<file path="src/rtl/shr_pkg.sv">
// ----------------------------------------------------------------------------
// shr_pkg
// types, codes and constants of the stepper half-step ramp controller
// ----------------------------------------------------------------------------
`default_nettype none

package shr_pkg;

	localparam int DEF_TICKS_PER_MS = 1000;
	localparam logic [15:0] MIN_INTERVAL = 16'd200;
	localparam logic [15:0] MAX_INTERVAL = 16'd65535;
	localparam logic [31:0] ONE_MILLION = 32'd1000000;
	localparam logic [30:0] CNT_MAX = 31'h7FFF_FFFF;
	localparam logic [23:0] MS_MAX = 24'hFF_FFFF;

	// ops
	localparam logic [2:0] OP_TICK = 3'd0;
	localparam logic [2:0] OP_MOVE = 3'd1;
	localparam logic [2:0] OP_CONT = 3'd2;
	localparam logic [2:0] OP_SOFT = 3'd3;
	localparam logic [2:0] OP_ESTOP = 3'd4;

	// register indexes
	localparam logic [2:0] CFG_SPEED = 3'd0;
	localparam logic [2:0] CFG_MAX_SPEED = 3'd1;
	localparam logic [2:0] CFG_RAMP = 3'd2;
	localparam logic [2:0] CFG_DEF_CW = 3'd3;
	localparam logic [2:0] CFG_INVERT = 3'd4;
	localparam logic [2:0] CFG_TIMEOUT = 3'd5;

	// divider jobs
	localparam logic [1:0] DK_CRUISE = 2'd0;
	localparam logic [1:0] DK_FAST = 2'd1;
	localparam logic [1:0] DK_RAMP = 2'd2;

	typedef struct packed {
		logic [2:0] op;
		logic signed [31:0] step_count;
		logic cont_dir_cw;
	} in_t;

	typedef struct packed {
		logic [3:0] coil_pattern;
		logic stepped;
		logic running;
		logic [30:0] steps_done;
		logic [30:0] steps_goal;
		logic finished;
		logic success;
	} out_t;

	typedef struct packed {
		logic load;
		logic div_start;
		logic div_take;
		logic [1:0] div_kind;
		logic exec;
		logic mul;
		logic out_load;
	} cmd_t;

	typedef struct packed {
		logic dirty;
		logic need_div;
		logic div_done;
		logic out_free;
	} sts_t;

	function automatic logic [3:0] half_step(input logic [2:0] pos);
		logic [3:0] pat;
		case (pos)
			3'd0: pat = 4'b0001;
			3'd1: pat = 4'b0011;
			3'd2: pat = 4'b0010;
			3'd3: pat = 4'b0110;
			3'd4: pat = 4'b0100;
			3'd5: pat = 4'b1100;
			3'd6: pat = 4'b1000;
			default: pat = 4'b1001;
		endcase
		return pat;
	endfunction

endpackage

`default_nettype wire

</file>
<file path="src/rtl/shr_div.sv">
// ----------------------------------------------------------------------------
// shr_div
// restoring divider, 32-bit dividend by 16-bit divisor, one bit per cycle
// ----------------------------------------------------------------------------
`default_nettype none

module shr_div (
	input  wire logic        clk,
	input  wire logic        arst_n,
	input  wire logic        start,
	input  wire logic [31:0] dividend,
	input  wire logic [15:0] divisor,
	output logic             done,
	output logic [31:0]      quotient
);

	logic [15:0] rem_q;
	logic [15:0] dsr_q;
	logic [31:0] quo_q;
	logic [5:0]  cnt_q;
	logic        busy_q;
	logic        done_q;
	logic [16:0] trial;
	logic        ge;
	logic [16:0] diff;

	assign trial = {rem_q, quo_q[31]};
	assign ge = trial >= {1'b0, dsr_q};
	assign diff = trial - {1'b0, dsr_q};

	always_ff @(posedge clk or negedge arst_n) begin
		if (!arst_n) begin
			busy_q <= 1'b0;
			done_q <= 1'b0;
			cnt_q <= 6'd0;
		end else begin
			done_q <= 1'b0;
			if (start) begin
				busy_q <= 1'b1;
				cnt_q <= 6'd32;
			end else if (busy_q) begin
				cnt_q <= cnt_q - 6'd1;
				if (cnt_q == 6'd1) begin
					busy_q <= 1'b0;
					done_q <= 1'b1;
				end
			end
		end
	end

	always_ff @(posedge clk) begin
		if (start) begin
			rem_q <= 16'd0;
			quo_q <= dividend;
			dsr_q <= divisor;
		end else if (busy_q) begin
			rem_q <= ge ? diff[15:0] : trial[15:0];
			quo_q <= {quo_q[30:0], ge};
		end
	end

	assign done = done_q;
	assign quotient = quo_q;

endmodule

`default_nettype wire

</file>
<file path="src/rtl/shr_dp.sv">
// ----------------------------------------------------------------------------
// shr_dp
// datapath: registers, motion state, item execution, divider and output
// ----------------------------------------------------------------------------
`default_nettype none

module shr_dp #(
	parameter int TICKS_PER_MS = shr_pkg::DEF_TICKS_PER_MS
) (
	input  wire logic          clk,
	input  wire logic          arst_n,
	input  wire logic          cfg_we,
	input  wire logic [2:0]    cfg_index,
	input  wire logic [23:0]   cfg_data,
	input  wire shr_pkg::in_t  in_data,
	input  wire logic          out_ready,
	input  wire shr_pkg::cmd_t cmd,
	output shr_pkg::sts_t      sts,
	output logic               out_valid,
	output shr_pkg::out_t      out_data
);

	localparam int SW = $clog2(TICKS_PER_MS + 1);
	localparam logic [SW-1:0] TPM = SW'(TICKS_PER_MS);

	// configuration
	logic [15:0] speed_q;
	logic [12:0] maxsp_q;
	logic [15:0] ramp_q;
	logic        defcw_q;
	logic        inv_q;
	logic [23:0] tmo_q;
	logic        dirty_q;

	// motion state
	logic        active_q, coils_q, fwd_q, rampon_q;
	logic [2:0]  phase_q;
	logic [30:0] goal_q, done_q;
	logic [15:0] now_q, cruise_q, fast_q, tick_q;
	logic [SW-1:0] subms_q;
	logic [23:0] ems_q;

	// item work
	shr_pkg::in_t item_q;
	logic        stepped_q, fin_q, succ_q, need_q;
	logic [15:0] mop_q;
	logic [31:0] prod_q;
	shr_pkg::out_t out_q;
	logic        out_valid_q;

	// next values from execution
	logic        nx_active, nx_coils, nx_fwd, nx_rampon;
	logic [2:0]  nx_phase;
	logic [30:0] nx_goal, nx_done;
	logic [15:0] nx_now, nx_tick;
	logic [SW-1:0] nx_sub;
	logic [23:0] nx_ems;
	logic        nx_stepped, nx_fin, nx_succ, nx_need;
	logic [15:0] nx_mop;

	logic [31:0] raw, mag;
	logic        tmo;
	logic [SW-1:0] sub1;
	logic [16:0] t1;
	logic [30:0] d1, rem;
	logic        c1, c2;
	logic [31:0] ng;

	// divider
	logic [31:0] div_a, quo;
	logic [15:0] div_b, q_clamp;
	logic        div_done;
	logic [15:0] span;

	assign span = cruise_q - fast_q;

	always_comb begin
		case (cmd.div_kind)
			shr_pkg::DK_CRUISE: begin
				div_a = shr_pkg::ONE_MILLION;
				div_b = speed_q;
			end
			shr_pkg::DK_FAST: begin
				div_a = shr_pkg::ONE_MILLION;
				div_b = {3'd0, maxsp_q};
			end
			default: begin
				div_a = prod_q;
				div_b = ramp_q;
			end
		endcase
	end

	// a zero divisor yields all ones, which clamps to the longest interval
	always_comb begin
		if (quo > {16'd0, shr_pkg::MAX_INTERVAL}) q_clamp = shr_pkg::MAX_INTERVAL;
		else if (quo[15:0] < shr_pkg::MIN_INTERVAL) q_clamp = shr_pkg::MIN_INTERVAL;
		else q_clamp = quo[15:0];
	end

	shr_div u_div (
		.clk(clk),
		.arst_n(arst_n),
		.start(cmd.div_start),
		.dividend(div_a),
		.divisor(div_b),
		.done(div_done),
		.quotient(quo)
	);

	always_comb begin
		nx_active = active_q;
		nx_coils = coils_q;
		nx_fwd = fwd_q;
		nx_rampon = rampon_q;
		nx_phase = phase_q;
		nx_goal = goal_q;
		nx_done = done_q;
		nx_now = now_q;
		nx_tick = tick_q;
		nx_sub = subms_q;
		nx_ems = ems_q;
		nx_stepped = 1'b0;
		nx_fin = 1'b0;
		nx_succ = 1'b0;
		nx_need = 1'b0;
		nx_mop = mop_q;
		raw = item_q.step_count;
		mag = raw[31] ? (32'd0 - raw) : raw;
		if (mag[31]) mag = {1'b0, shr_pkg::CNT_MAX};
		tmo = 1'b0;
		sub1 = subms_q + SW'(1);
		t1 = {1'b0, tick_q} + 17'd1;
		d1 = (done_q == shr_pkg::CNT_MAX) ? done_q : done_q + 31'd1;
		rem = (goal_q > d1) ? goal_q - d1 : 31'd0;
		c1 = (ramp_q != 16'd0) && (d1 <= {15'd0, ramp_q}) && (rem > {15'd0, ramp_q});
		c2 = (ramp_q != 16'd0) && (rem <= {15'd0, ramp_q}) && (rem != 31'd0);
		ng = {1'b0, done_q} + ((rampon_q && ramp_q != 16'd0) ? {16'd0, ramp_q} : 32'd0);
		if (ng > {1'b0, goal_q}) ng = {1'b0, goal_q};

		case (item_q.op)
			shr_pkg::OP_TICK: begin
				if (active_q) begin
					if (goal_q != 31'd0) begin
						if (sub1 >= TPM) begin
							nx_sub = '0;
							if (ems_q != shr_pkg::MS_MAX) nx_ems = ems_q + 24'd1;
						end else begin
							nx_sub = sub1;
						end
						tmo = nx_ems > tmo_q;
					end
					if (tmo) begin
						nx_active = 1'b0;
						nx_coils = 1'b0;
						nx_goal = '0;
						nx_done = '0;
						nx_tick = '0;
						nx_fin = 1'b1;
					end else if (t1 >= {1'b0, now_q}) begin
						nx_tick = '0;
						nx_stepped = 1'b1;
						nx_phase = fwd_q ? phase_q + 3'd1 : phase_q - 3'd1;
						nx_coils = 1'b1;
						nx_done = d1;
						if (rampon_q && goal_q != 31'd0) begin
							if (c1 || c2) begin
								nx_need = 1'b1;
								nx_mop = c1 ? d1[15:0] : rem[15:0];
							end else begin
								nx_now = fast_q;
							end
						end
						if (goal_q != 31'd0 && d1 >= goal_q) begin
							nx_active = 1'b0;
							nx_coils = 1'b0;
							nx_fin = 1'b1;
							nx_succ = 1'b1;
						end
					end else begin
						nx_tick = t1[15:0];
					end
				end
			end
			shr_pkg::OP_MOVE: begin
				if (raw != 32'd0) begin
					if (active_q) begin
						nx_fin = 1'b1;
						nx_coils = 1'b0;
					end
					nx_fwd = ((!raw[31]) == defcw_q) ^ inv_q;
					nx_goal = mag[30:0];
					nx_done = '0;
					nx_rampon = ramp_q != 16'd0;
					nx_now = cruise_q;
					nx_active = 1'b1;
					nx_tick = '0;
					nx_sub = '0;
					nx_ems = '0;
				end
			end
			shr_pkg::OP_CONT: begin
				if (active_q) begin
					nx_fin = 1'b1;
					nx_coils = 1'b0;
				end
				nx_fwd = item_q.cont_dir_cw ^ inv_q;
				nx_goal = '0;
				nx_done = '0;
				nx_rampon = 1'b0;
				nx_now = fast_q;
				nx_active = 1'b1;
				nx_tick = '0;
				nx_sub = '0;
				nx_ems = '0;
			end
			shr_pkg::OP_SOFT: begin
				if (active_q) begin
					if (goal_q == 31'd0 || ng <= {1'b0, done_q}) begin
						nx_active = 1'b0;
						nx_coils = 1'b0;
						nx_goal = '0;
						nx_done = '0;
						nx_tick = '0;
						nx_fin = 1'b1;
					end else begin
						nx_goal = ng[30:0];
					end
				end
			end
			shr_pkg::OP_ESTOP: begin
				if (active_q) begin
					nx_active = 1'b0;
					nx_coils = 1'b0;
					nx_goal = '0;
					nx_done = '0;
					nx_tick = '0;
					nx_fin = 1'b1;
				end
			end
			default: begin
			end
		endcase
	end

	// control state
	always_ff @(posedge clk or negedge arst_n) begin
		if (!arst_n) begin
			speed_q <= 16'd500;
			maxsp_q <= 13'd5000;
			ramp_q <= 16'd100;
			defcw_q <= 1'b1;
			inv_q <= 1'b0;
			tmo_q <= 24'd60000;
			dirty_q <= 1'b0;
			active_q <= 1'b0;
			coils_q <= 1'b0;
			fwd_q <= 1'b1;
			rampon_q <= 1'b0;
			phase_q <= 3'd0;
			goal_q <= '0;
			done_q <= '0;
			now_q <= 16'd2000;
			cruise_q <= 16'd2000;
			fast_q <= 16'd200;
			tick_q <= '0;
			subms_q <= '0;
			ems_q <= '0;
			need_q <= 1'b0;
			out_valid_q <= 1'b0;
		end else begin
			if (cfg_we) begin
				unique case (cfg_index)
					shr_pkg::CFG_SPEED: begin
						speed_q <= cfg_data[15:0];
						dirty_q <= 1'b1;
					end
					shr_pkg::CFG_MAX_SPEED: begin
						maxsp_q <= cfg_data[12:0];
						dirty_q <= 1'b1;
					end
					shr_pkg::CFG_RAMP: ramp_q <= cfg_data[15:0];
					shr_pkg::CFG_DEF_CW: defcw_q <= cfg_data[0];
					shr_pkg::CFG_INVERT: inv_q <= cfg_data[0];
					shr_pkg::CFG_TIMEOUT: tmo_q <= cfg_data;
					default: begin
					end
				endcase
			end
			if (cmd.div_take) begin
				case (cmd.div_kind)
					shr_pkg::DK_CRUISE: cruise_q <= q_clamp;
					shr_pkg::DK_FAST: begin
						fast_q <= q_clamp;
						if (cruise_q < q_clamp) cruise_q <= q_clamp;
						dirty_q <= 1'b0;
					end
					default: now_q <= cruise_q - quo[15:0];
				endcase
			end
			if (cmd.exec) begin
				active_q <= nx_active;
				coils_q <= nx_coils;
				fwd_q <= nx_fwd;
				rampon_q <= nx_rampon;
				phase_q <= nx_phase;
				goal_q <= nx_goal;
				done_q <= nx_done;
				now_q <= nx_now;
				tick_q <= nx_tick;
				subms_q <= nx_sub;
				ems_q <= nx_ems;
				need_q <= nx_need;
			end
			if (cmd.out_load) out_valid_q <= 1'b1;
			else if (out_ready) out_valid_q <= 1'b0;
		end
	end

	// payload
	always_ff @(posedge clk) begin
		if (cmd.load) item_q <= in_data;
		if (cmd.exec) begin
			stepped_q <= nx_stepped;
			fin_q <= nx_fin;
			succ_q <= nx_succ;
			mop_q <= nx_mop;
		end
		if (cmd.mul) prod_q <= mop_q * span;
		if (cmd.out_load) begin
			out_q.coil_pattern <= coils_q ? shr_pkg::half_step(phase_q) : 4'd0;
			out_q.stepped <= stepped_q;
			out_q.running <= active_q;
			out_q.steps_done <= done_q;
			out_q.steps_goal <= goal_q;
			out_q.finished <= fin_q;
			out_q.success <= succ_q;
		end
	end

	assign sts.dirty = dirty_q;
	assign sts.need_div = need_q;
	assign sts.div_done = div_done;
	assign sts.out_free = !out_valid_q || out_ready;
	assign out_valid = out_valid_q;
	assign out_data = out_q;

endmodule

`default_nettype wire

</file>
<file path="src/rtl/shr_ctrl.sv">
// ----------------------------------------------------------------------------
// shr_ctrl
// sequencer: interval recompute, execution, ramp multiply and divide, output
// ----------------------------------------------------------------------------
`default_nettype none

module shr_ctrl (
	input  wire logic          clk,
	input  wire logic          arst_n,
	input  wire logic          in_valid,
	input  wire shr_pkg::sts_t sts,
	output logic               in_ready,
	output shr_pkg::cmd_t      cmd
);

	localparam logic [3:0] S_IDLE  = 4'd0;
	localparam logic [3:0] S_DIVC  = 4'd1;
	localparam logic [3:0] S_WAITC = 4'd2;
	localparam logic [3:0] S_DIVF  = 4'd3;
	localparam logic [3:0] S_WAITF = 4'd4;
	localparam logic [3:0] S_EXEC  = 4'd5;
	localparam logic [3:0] S_MUL   = 4'd6;
	localparam logic [3:0] S_DIVR  = 4'd7;
	localparam logic [3:0] S_WAITR = 4'd8;
	localparam logic [3:0] S_OUT   = 4'd9;

	logic [3:0] state_q, state_nx;

	always_comb begin
		cmd = '0;
		cmd.div_kind = shr_pkg::DK_RAMP;
		state_nx = state_q;
		unique case (state_q)
			S_IDLE: begin
				if (in_valid) begin
					cmd.load = 1'b1;
					state_nx = sts.dirty ? S_DIVC : S_EXEC;
				end
			end
			S_DIVC: begin
				cmd.div_kind = shr_pkg::DK_CRUISE;
				cmd.div_start = 1'b1;
				state_nx = S_WAITC;
			end
			S_WAITC: begin
				cmd.div_kind = shr_pkg::DK_CRUISE;
				if (sts.div_done) begin
					cmd.div_take = 1'b1;
					state_nx = S_DIVF;
				end
			end
			S_DIVF: begin
				cmd.div_kind = shr_pkg::DK_FAST;
				cmd.div_start = 1'b1;
				state_nx = S_WAITF;
			end
			S_WAITF: begin
				cmd.div_kind = shr_pkg::DK_FAST;
				if (sts.div_done) begin
					cmd.div_take = 1'b1;
					state_nx = S_EXEC;
				end
			end
			S_EXEC: begin
				cmd.exec = 1'b1;
				state_nx = S_MUL;
			end
			S_MUL: begin
				if (sts.need_div) begin
					cmd.mul = 1'b1;
					state_nx = S_DIVR;
				end else begin
					state_nx = S_OUT;
				end
			end
			S_DIVR: begin
				cmd.div_start = 1'b1;
				state_nx = S_WAITR;
			end
			S_WAITR: begin
				if (sts.div_done) begin
					cmd.div_take = 1'b1;
					state_nx = S_OUT;
				end
			end
			S_OUT: begin
				if (sts.out_free) begin
					cmd.out_load = 1'b1;
					state_nx = S_IDLE;
				end
			end
			default: state_nx = S_IDLE;
		endcase
	end

	always_ff @(posedge clk or negedge arst_n) begin
		if (!arst_n) begin
			state_q <= S_IDLE;
		end else begin
			state_q <= state_nx;
		end
	end

	assign in_ready = state_q == S_IDLE;

endmodule

`default_nettype wire

</file>
<file path="src/rtl/stepper_half_step_ramp_controller_top.sv">
// ----------------------------------------------------------------------------
// stepper_half_step_ramp_controller_top
// half-step unipolar stepper driver with trapezoidal ramp and move timeout
// ----------------------------------------------------------------------------
// usage:
//   in channel (in_valid/in_ready/in_data) takes one request per item: a
//   one-microsecond tick, a counted move, a continuous move, a soft stop or
//   an emergency stop. every request gives exactly one result on the out
//   channel (out_valid/out_ready/out_data) with coil drive and move status.
//   cfg_we/cfg_index/cfg_data write a register; user keeps to idle, unchecked.
// timing:
//   a taken request is loaded, executed and its result put in the output
//   register; a step inside a ramp adds the ramp multiply and a serial
//   divide; the first request after a speed register write adds the two
//   interval divides, cruise then fast, before it executes. the shared
//   serial divider does all these divides. one request is in work at a time.
//   the next request is taken while a result still waits in the output
//   register; a stalled receiver holds the result and blocks only the
//   finish of the following request.
// reset:
//   arst_n clears the motion state, releases the coils and loads the
//   default registers (500 pps cruise, 5000 pps max, 100 ramp steps).
// ----------------------------------------------------------------------------
`default_nettype none

module stepper_half_step_ramp_controller_top #(
	parameter int TICKS_PER_MS = shr_pkg::DEF_TICKS_PER_MS
) (
	input  wire logic         clk,
	input  wire logic         arst_n,
	input  wire logic         in_valid,
	output logic              in_ready,
	input  wire shr_pkg::in_t in_data,
	output logic              out_valid,
	input  wire logic         out_ready,
	output shr_pkg::out_t     out_data,
	input  wire logic         cfg_we,
	input  wire logic [2:0]   cfg_index,
	input  wire logic [23:0]  cfg_data
);

	// commands from the sequencer, status back from the datapath
	shr_pkg::cmd_t cmd;
	shr_pkg::sts_t sts;

	// sequencer owns the request handshake
	shr_ctrl u_ctrl (
		.clk(clk),
		.arst_n(arst_n),
		.in_valid(in_valid),
		.sts(sts),
		.in_ready(in_ready),
		.cmd(cmd)
	);

	// datapath holds registers, motion state, divider and output register
	shr_dp #(
		.TICKS_PER_MS(TICKS_PER_MS)
	) u_dp (
		.clk(clk),
		.arst_n(arst_n),
		.cfg_we(cfg_we),
		.cfg_index(cfg_index),
		.cfg_data(cfg_data),
		.in_data(in_data),
		.out_ready(out_ready),
		.cmd(cmd),
		.sts(sts),
		.out_valid(out_valid),
		.out_data(out_data)
	);

endmodule

`default_nettype wire

</file>
<file path="config.mk">
export PLATFORM = sky130hd
export DESIGN_NAME = stepper_half_step_ramp_controller_top
export DESIGN_NICKNAME = d
export VERILOG_FILES = /design/src/rtl/shr_pkg.sv /design/src/rtl/shr_div.sv /design/src/rtl/shr_dp.sv /design/src/rtl/shr_ctrl.sv /design/src/rtl/stepper_half_step_ramp_controller_top.sv
export SDC_FILE = /design/constraint.sdc
export NUM_CORES = 2
export LEC_CHECK = 0
export ABC_AREA = 0
export BUFFER_PORTS_ARGS = -buffer_cell sky130_fd_sc_hd__buf_4
export CAP_MARGIN = 30
export CORE_UTILIZATION = 69
export DETAILED_ROUTE_END_ITERATION = 12
export HOLD_SLACK_MARGIN = 0.08
export PLACE_DENSITY = 0.91
export RECOVER_POWER = 25
export SLEW_MARGIN = 20
export SYNTH_ARGS = -nofsm -noshare
export SYNTH_HDL_FRONTEND = slang
export SYNTH_SLANG_ARGS = --single-unit
</file>
<file path="constraint.sdc">
create_clock -name clk -period 23.6 [get_ports clk]
set_input_delay 1.18 -clock clk [delete_from_list [all_inputs] [get_ports clk]]
set_output_delay 1.18 -clock clk [all_outputs]
set_load 0.05 [all_outputs]
</file>
# == After elaboration in Yosys (flattened, before gate mapping) ==
# Index checks and enable logic that the tools add are counted.
# Widths: inputs -> output; s select.
# op_classes
bitwise_logic,5
multipliers,1
eq_ne,51
addsub,13
n_reduce_logical,57
n_lt_le_gt_ge,14
mux,136
# ops
operator,n
$mux 31,15
$mux 16,22
$pmux 31 s5,2
$mux 24,8
$mux 32,5
$pmux 16 s5,1
$pmux 24 s3,1
$pmux 16 s2,2
$le 31x16->1,2
$reduce_bool 31->1,2
$mux 1,56
$pmux 16 s3,1
$sub 16x16->16,3
$mux 10,4
$pmux 4 s10,1
$ge 17x16->1,2
$add 31x32->32,1
$gt 32x16->1 const B,1
$gt 32x31->1,1
$le 32x31->1,1
$mul 16x16->32,1
$reduce_bool 32->1,1
$sub 1x32->32 const A,1
$add 31x1->31 const B,1
other kinds (63),142
# totals
reg_bits,474
input_bits,68

# == Logic depth before layout (Yosys ltp) ==
# depth
depth_word,15
depth_mapped,43
mapped_depth_nobuf,38

# == By module ==
# Synthesis repeated with hierarchy kept, for this count alone.
# hier_totals
cells_unflattened,4261
area_unflattened_um2,40167.3
# modules_own_cells
mod,seq_area_each_um2,area_per_inst_um2,cells_per_inst,instances
shr_dp,10792.9,35901.9,3884,1
shr_div,1961.9,3837.4,329,1
shr_ctrl,100.1,427.9,48,1

# == Worst setup path after synthesis ==
# OpenSTA, ideal clock, no wires.
# synth_timing
path_type,register to register
startpoint,register u_dp.ramp_q[0]
endpoint,register u_dp.goal_q[18]
path_slack_ps,14119
required_ps,23474
path_stages_with_launch,42
arrival_time_ps,9355
synth_period_minus_slack_ps,9481
path_buffers,5
path_cell_list,dfrtp_1 -> nor4_1 -> nand4_1 -> clkbuf_1 -> and3_1 -> ha_1 -> a211oi_1 -> a21oi_1 -> o31a_1 -> o41a_1 -> a211o_1 -> a21oi_1 -> nand2b_1 -> nor3_1 -> xnor2_1 -> ha_1 -> and3_1 -> a221oi_1 -> [6 not listed] -> buf_1 -> buf_1 -> nor2_1 -> a21oi_1 -> ha_1 -> a21o_1 -> a21o_1 -> a21o_1 -> a21o_1 -> a211o_1 -> a2111oi_0 -> o21ai_0 -> o2111ai_1 -> a211o_1 -> inv_1 -> a21o_1 -> clkbuf_1 -> a221o_1
# synth_via
elab_chain_len,11
# synth_rtl
element,line,source
"start, declared",shr_dp.sv:29,logic [15:0] ramp_q;
"start signal, assigned",shr_dp.sv:282,shr_pkg::CFG_RAMP: ramp_q <= cfg_data[15:0];
$reduce_bool 16->1,shr_dp.sv:138,"ng = {1'b0, done_q} + ((rampon_q && ramp_q != 16'd0) ? {16'd0, ramp_q} : 32'd0);"
$logic_and 1x1->1,shr_dp.sv:138,
$mux 16 (*),shr_dp.sv:138,
$add 31x32->32 (*),shr_dp.sv:138,
$gt 32x31->1,shr_dp.sv:139,"if (ng > {1'b0, goal_q}) ng = {1'b0, goal_q};"
$mux 32 (*),shr_dp.sv:139,
$le 32x31->1,shr_dp.sv:219,"if (goal_q == 31'd0 || ng <= {1'b0, done_q}) begin"
$logic_or 1x1->1,shr_dp.sv:219,
$mux 31 (*),shr_dp.sv:219,
$mux 31 (*),shr_dp.sv:218,if (active_q) begin
$pmux 31 s5 (*),shr_dp.sv:141,case (item_q.op)
"end signal, assigned",shr_dp.sv:307,goal_q <= nx_goal;
"end, declared",shr_dp.sv:38,"logic [30:0] goal_q, done_q;"
# Every way passes the cells marked *; elsewhere a longest branch is shown, timed or not. The select of a mux whose other input is x is not followed.
# A chain may end at the register's enable or synchronous reset.

# == Final worst setup path ==
# layout_timing
startpoint,register u_dp.ramp_q[0]
endpoint,register u_dp.done_q[3]
# layout_via
elab_chain_len,10
# layout_rtl
element,line,source
$reduce_bool 16->1,shr_dp.sv:138,
$logic_and 1x1->1,shr_dp.sv:138,
$mux 16 (*),shr_dp.sv:138,
$add 31x32->32 (*),shr_dp.sv:138,
$gt 32x31->1,shr_dp.sv:139,
$mux 32 (*),shr_dp.sv:139,
$le 32x31->1 (*),shr_dp.sv:219,
$logic_or 1x1->1 (*),shr_dp.sv:219,
$ne 2x1->1 (no source line) (*),-,
$reduce_and 8->1 (no source line) (*),-,
"end signal, assigned",shr_dp.sv:308,done_q <= nx_done;
"end, declared",shr_dp.sv:38,
# Every way passes the cells marked *; elsewhere a longest branch is shown, timed or not.

==> key figures <==
Detailed routing
  • Drt pass-1 iters: 9
  • Vias/cell: 6.63
  • Via count: 32900
  • Drt total wl: 112000 microns
  • # DRC: 0
  • Final ANT Viol Nets: 0
  • Number of DRC violations after detailed-routing iteration 0: 4039
  • DR WL/cell: 22.7 microns

Placement
  • DP Worst Slack: 11.41 ns
  • Final GP Congestion: 0.990
  • DP HPWL: 80300 microns
  • Port bufs: 139

Die
  • Row count: 86
  • IO Pins: 140
  • Initial Util: 70.0%
  • Die Area: 56900 sq um
  • Chip height: 239 microns
  • Die extent in x: 239 microns
  • Core region area: 55200 sq um

Setup path
  • R2r endpoint: u_dp.done_q[3]
  • R2R cell count: 37
  • Worst r2r src: u_dp.ramp_q[0]
  • Startpoint Class: register
  • CP Launch Point: u_dp.ramp_q[0]
  • CP max-delay cell: o2111ai_1
  • R2R setup slack: 11.47 ns
  • Critical Path RT: 24.13 ns
  • Critical path class: reg2reg
  • Crit-path max FO: 40
  • Worst EP arrival: 12.66 ns
  • Worst setup path endpoint: u_dp.done_q[3]
  • CP peak stage delay: 0.77 ns
  • CP endpoint kind: register

STA
  • Final setup margin: 11.47 ns
  • Tightest Pin Transition: 6.83 ns
  • Final period util: 51.4%
  • Maximum clock frequency: 0.0824 GHz
  • RSZ-0062 raised after global routing: no
  • Slew Limit Fails: 123
  • # setup viols final: 0
  • Final hold violations: 0
  • Setup_tns: 0 ns
  • Max Clock Skew: 0.0474 ns
  • Minimum clock period: 12.13 ns
  • Worst rel slew slack: -355%

Finish
  • Share of cells above drive strength 1: 10.6%
  • Multi-input logic area: 23400 sq um
  • Fill cells: 3552
  • Final Core Density: 76.5%
  • Nets@finish: 4790
  • FF+latch area: 12900 sq um
  • P&R area growth vs syn: 9.32%

GRT
  • GR peak layer: met2
  • Met2 usage: 65.0%
  • Antenna violations before repair: 3
  • First-pass GRT wire length: 177000 microns
  • Total Routing Usage GR: 39.7%
  • Met1 Use GR: 48.7%
  • GRT overflow: 0
  • Vias in the first global route: 33000
  • Grt met3 use: 7.25%
  • Largest net degree at the start of global routing: 123

CTS
  • Clk sinks: 474
  • Cts hold-fix bufs: 0
  • Post-CTS sizing: 0
  • CTS Buffer Depth: 3
  • Clock latency on the worst-skew pair: 0.65 ns
  • Total CTS buffers: 52
  • TritonCTS clock tree: done
  • CTS Root Cell: clkbuf_16
  • Post-CTS Setup Inserts: 0
  • Htree depth: 2
  • Clk pin slew, worst setup/hold paths: 0.07 ns

Synthesis
  • Top_reg_cell synth: dfrtp_1
  • Yosys reg bits: 474
  • EDFF count, synth: 205
  • Synth Instances: 4085
  • Ys Warns: 0
  • Post-synth cell types: 88
  • Synth Cell Area: 38600 sq um
  • Seq/Total Area, Yosys: 33.3%
  • Synthesized Nets: 4712
  • Avg Inst Size Synth: 9.46 sq um
  • FFs w/ async S/R, synth: 53.4%

Outcome
  • Failing checks: capacitance limit, slew limit
  • Status: finished, violations left

Worst hold path
  • Worst min-delay path class: reg2reg

Run
  • Maxcap violations: 1
cells by family (layout without fill, tap and decap cells):
logic type	after synthesis	after routing	synth area share, %
adder cells (fa/ha/maj)	559	559	22.0
flip-flops	474	474	33.3
XOR/XNOR	208	208	4.72
AO/OA/AOI/OAI	848	848	14.3
buffers and inverters	641	763	6.29
AND/OR/NAND/NOR	1218	1218	15.5
other	0	1	0
multiplexers	137	137	3.91
layout make-up:
cell class,instances,share of cell area [%]
well taps,748,2.22
clock inverters,35,0.975
diodes,1,0.00593
multi-input cells,2970,55.5
clock buffers,63,3.20
inverters,482,4.28
repair buffers,183,3.42
flip-flops and latches,474,30.4
critical path, delay by kind of cell, from the launching register on:
family | cells | cell delay (ns)
adders and majority gates | 3 | 0.91
and+or+nand+nor | 10 | 3.95
xor gates and xnor gates | 1 | 0.26
DFF | 1 | 0.47
AOI/OAI and AO/OA | 21 | 5.84
buffers and inverters | 2 | 0.55
sequential cells by signal (all words and copies together), names as in the netlist, 24 cells and up:
register and cells:
u_dp.done_q 31, u_dp.ems_q 24, u_dp.goal_q 31, u_dp.tmo_q 24
u_dp.u_div.quotient 32, u_dp.out_data 70, u_dp.prod_q 32, u_dp.raw 32
synth_stat cells, types with 13 or more instances:
cell type,instances,area (sq um)
inv_1,482,1810
nand2_1,396,1490
ha_1,360,4500
nor2_1,243,912
o21ai_0,236,1180
dfrtp_1,215,5380
edfxtp_1,205,6160
a21oi_1,200,1000
fa_1,199,3980
clkbuf_1,143,537
xnor2_1,136,1190
mux2_2,99,1110
and2_1,93,582
nand3_1,74,370
xor2_1,72,631
a21o_1,69,518
o31ai_1,60,450
nand4_1,59,369
and3_1,57,357
nor3_1,57,285
nand2b_1,47,294
nor2b_1,46,288
dfstp_2,38,998
nor4_1,37,231
mux2i_1,36,360
a221o_1,29,290
o21a_1,28,210
a31oi_1,26,163
nand3b_1,21,158
o211ai_1,20,150
a211oi_1,18,135
a22o_1,18,158
or3_1,18,113
dfxtp_1,16,320
o21bai_1,16,120
or2_2,16,100
a222oi_1,14,140
or4_1,13,97.6
layout by cell type (no fill, tap or decap), types with 60 or more instances in the layout:
| cell type | Yosys | routed |
|---|---|---|
| nor2_1 | 243 | 241 |
| o31ai_1 | 60 | 60 |
| xnor2_1 | 136 | 132 |
| xor2_1 | 72 | 72 |
| a21oi_1 | 200 | 199 |
| nand2_1 | 396 | 396 |
| fa_1 | 199 | 199 |
| nand3_1 | 74 | 73 |
| dfrtp_1 | 215 | 215 |
| inv_1 | 482 | 482 |
| edfxtp_1 | 205 | 205 |
| o21ai_0 | 236 | 236 |
| buf_4 | 0 | 130 |
| and2_1 | 93 | 91 |
| mux2_2 | 99 | 98 |
| ha_1 | 360 | 360 |
| a21o_1 | 69 | 69 |
metal layers:
layer,wire (microns),vias to the layer above
li1,-,14400
met1,40400,15700
met2,52700,2106
met3,11000,611
met4,8360,0
met5,0,-
how the worst min path moves through the flow:
stage	end	slack [ns]	depth (start not counted)	startpoint
finish	u_dp.u_div.rem_q[15]	0.48	2	u_dp.u_div.rem_q[15]
global placement	u_dp.fast_q[1]	0.46	2	u_dp.fast_q[1]
CTS	u_dp.u_div.rem_q[15]	0.48	2	u_dp.u_div.rem_q[15]
floorplan	u_dp.out_data[0]	0.40	0	u_dp.succ_q
global route	u_dp.out_data[0]	0.48	0	u_dp.succ_q
detailed placement	u_dp.u_div.rem_q[15]	0.47	2	u_dp.u_div.rem_q[15]
stage by stage:
step	area, sq um	std cells	hold slack, ns
3_5_place_dp	40400	4849	0.469
6_report	42200	4956	0.478
4_1_cts	42100	4947	0.478
5_1_grt	42200	4956	0.480
3_3_place_gp	40300	4846	0.463
2_1_floorplan	38600	4085	0.400
Power is not shown: default switching activity piles up to over one toggle a cycle in this logic, so the estimate is an artifact.
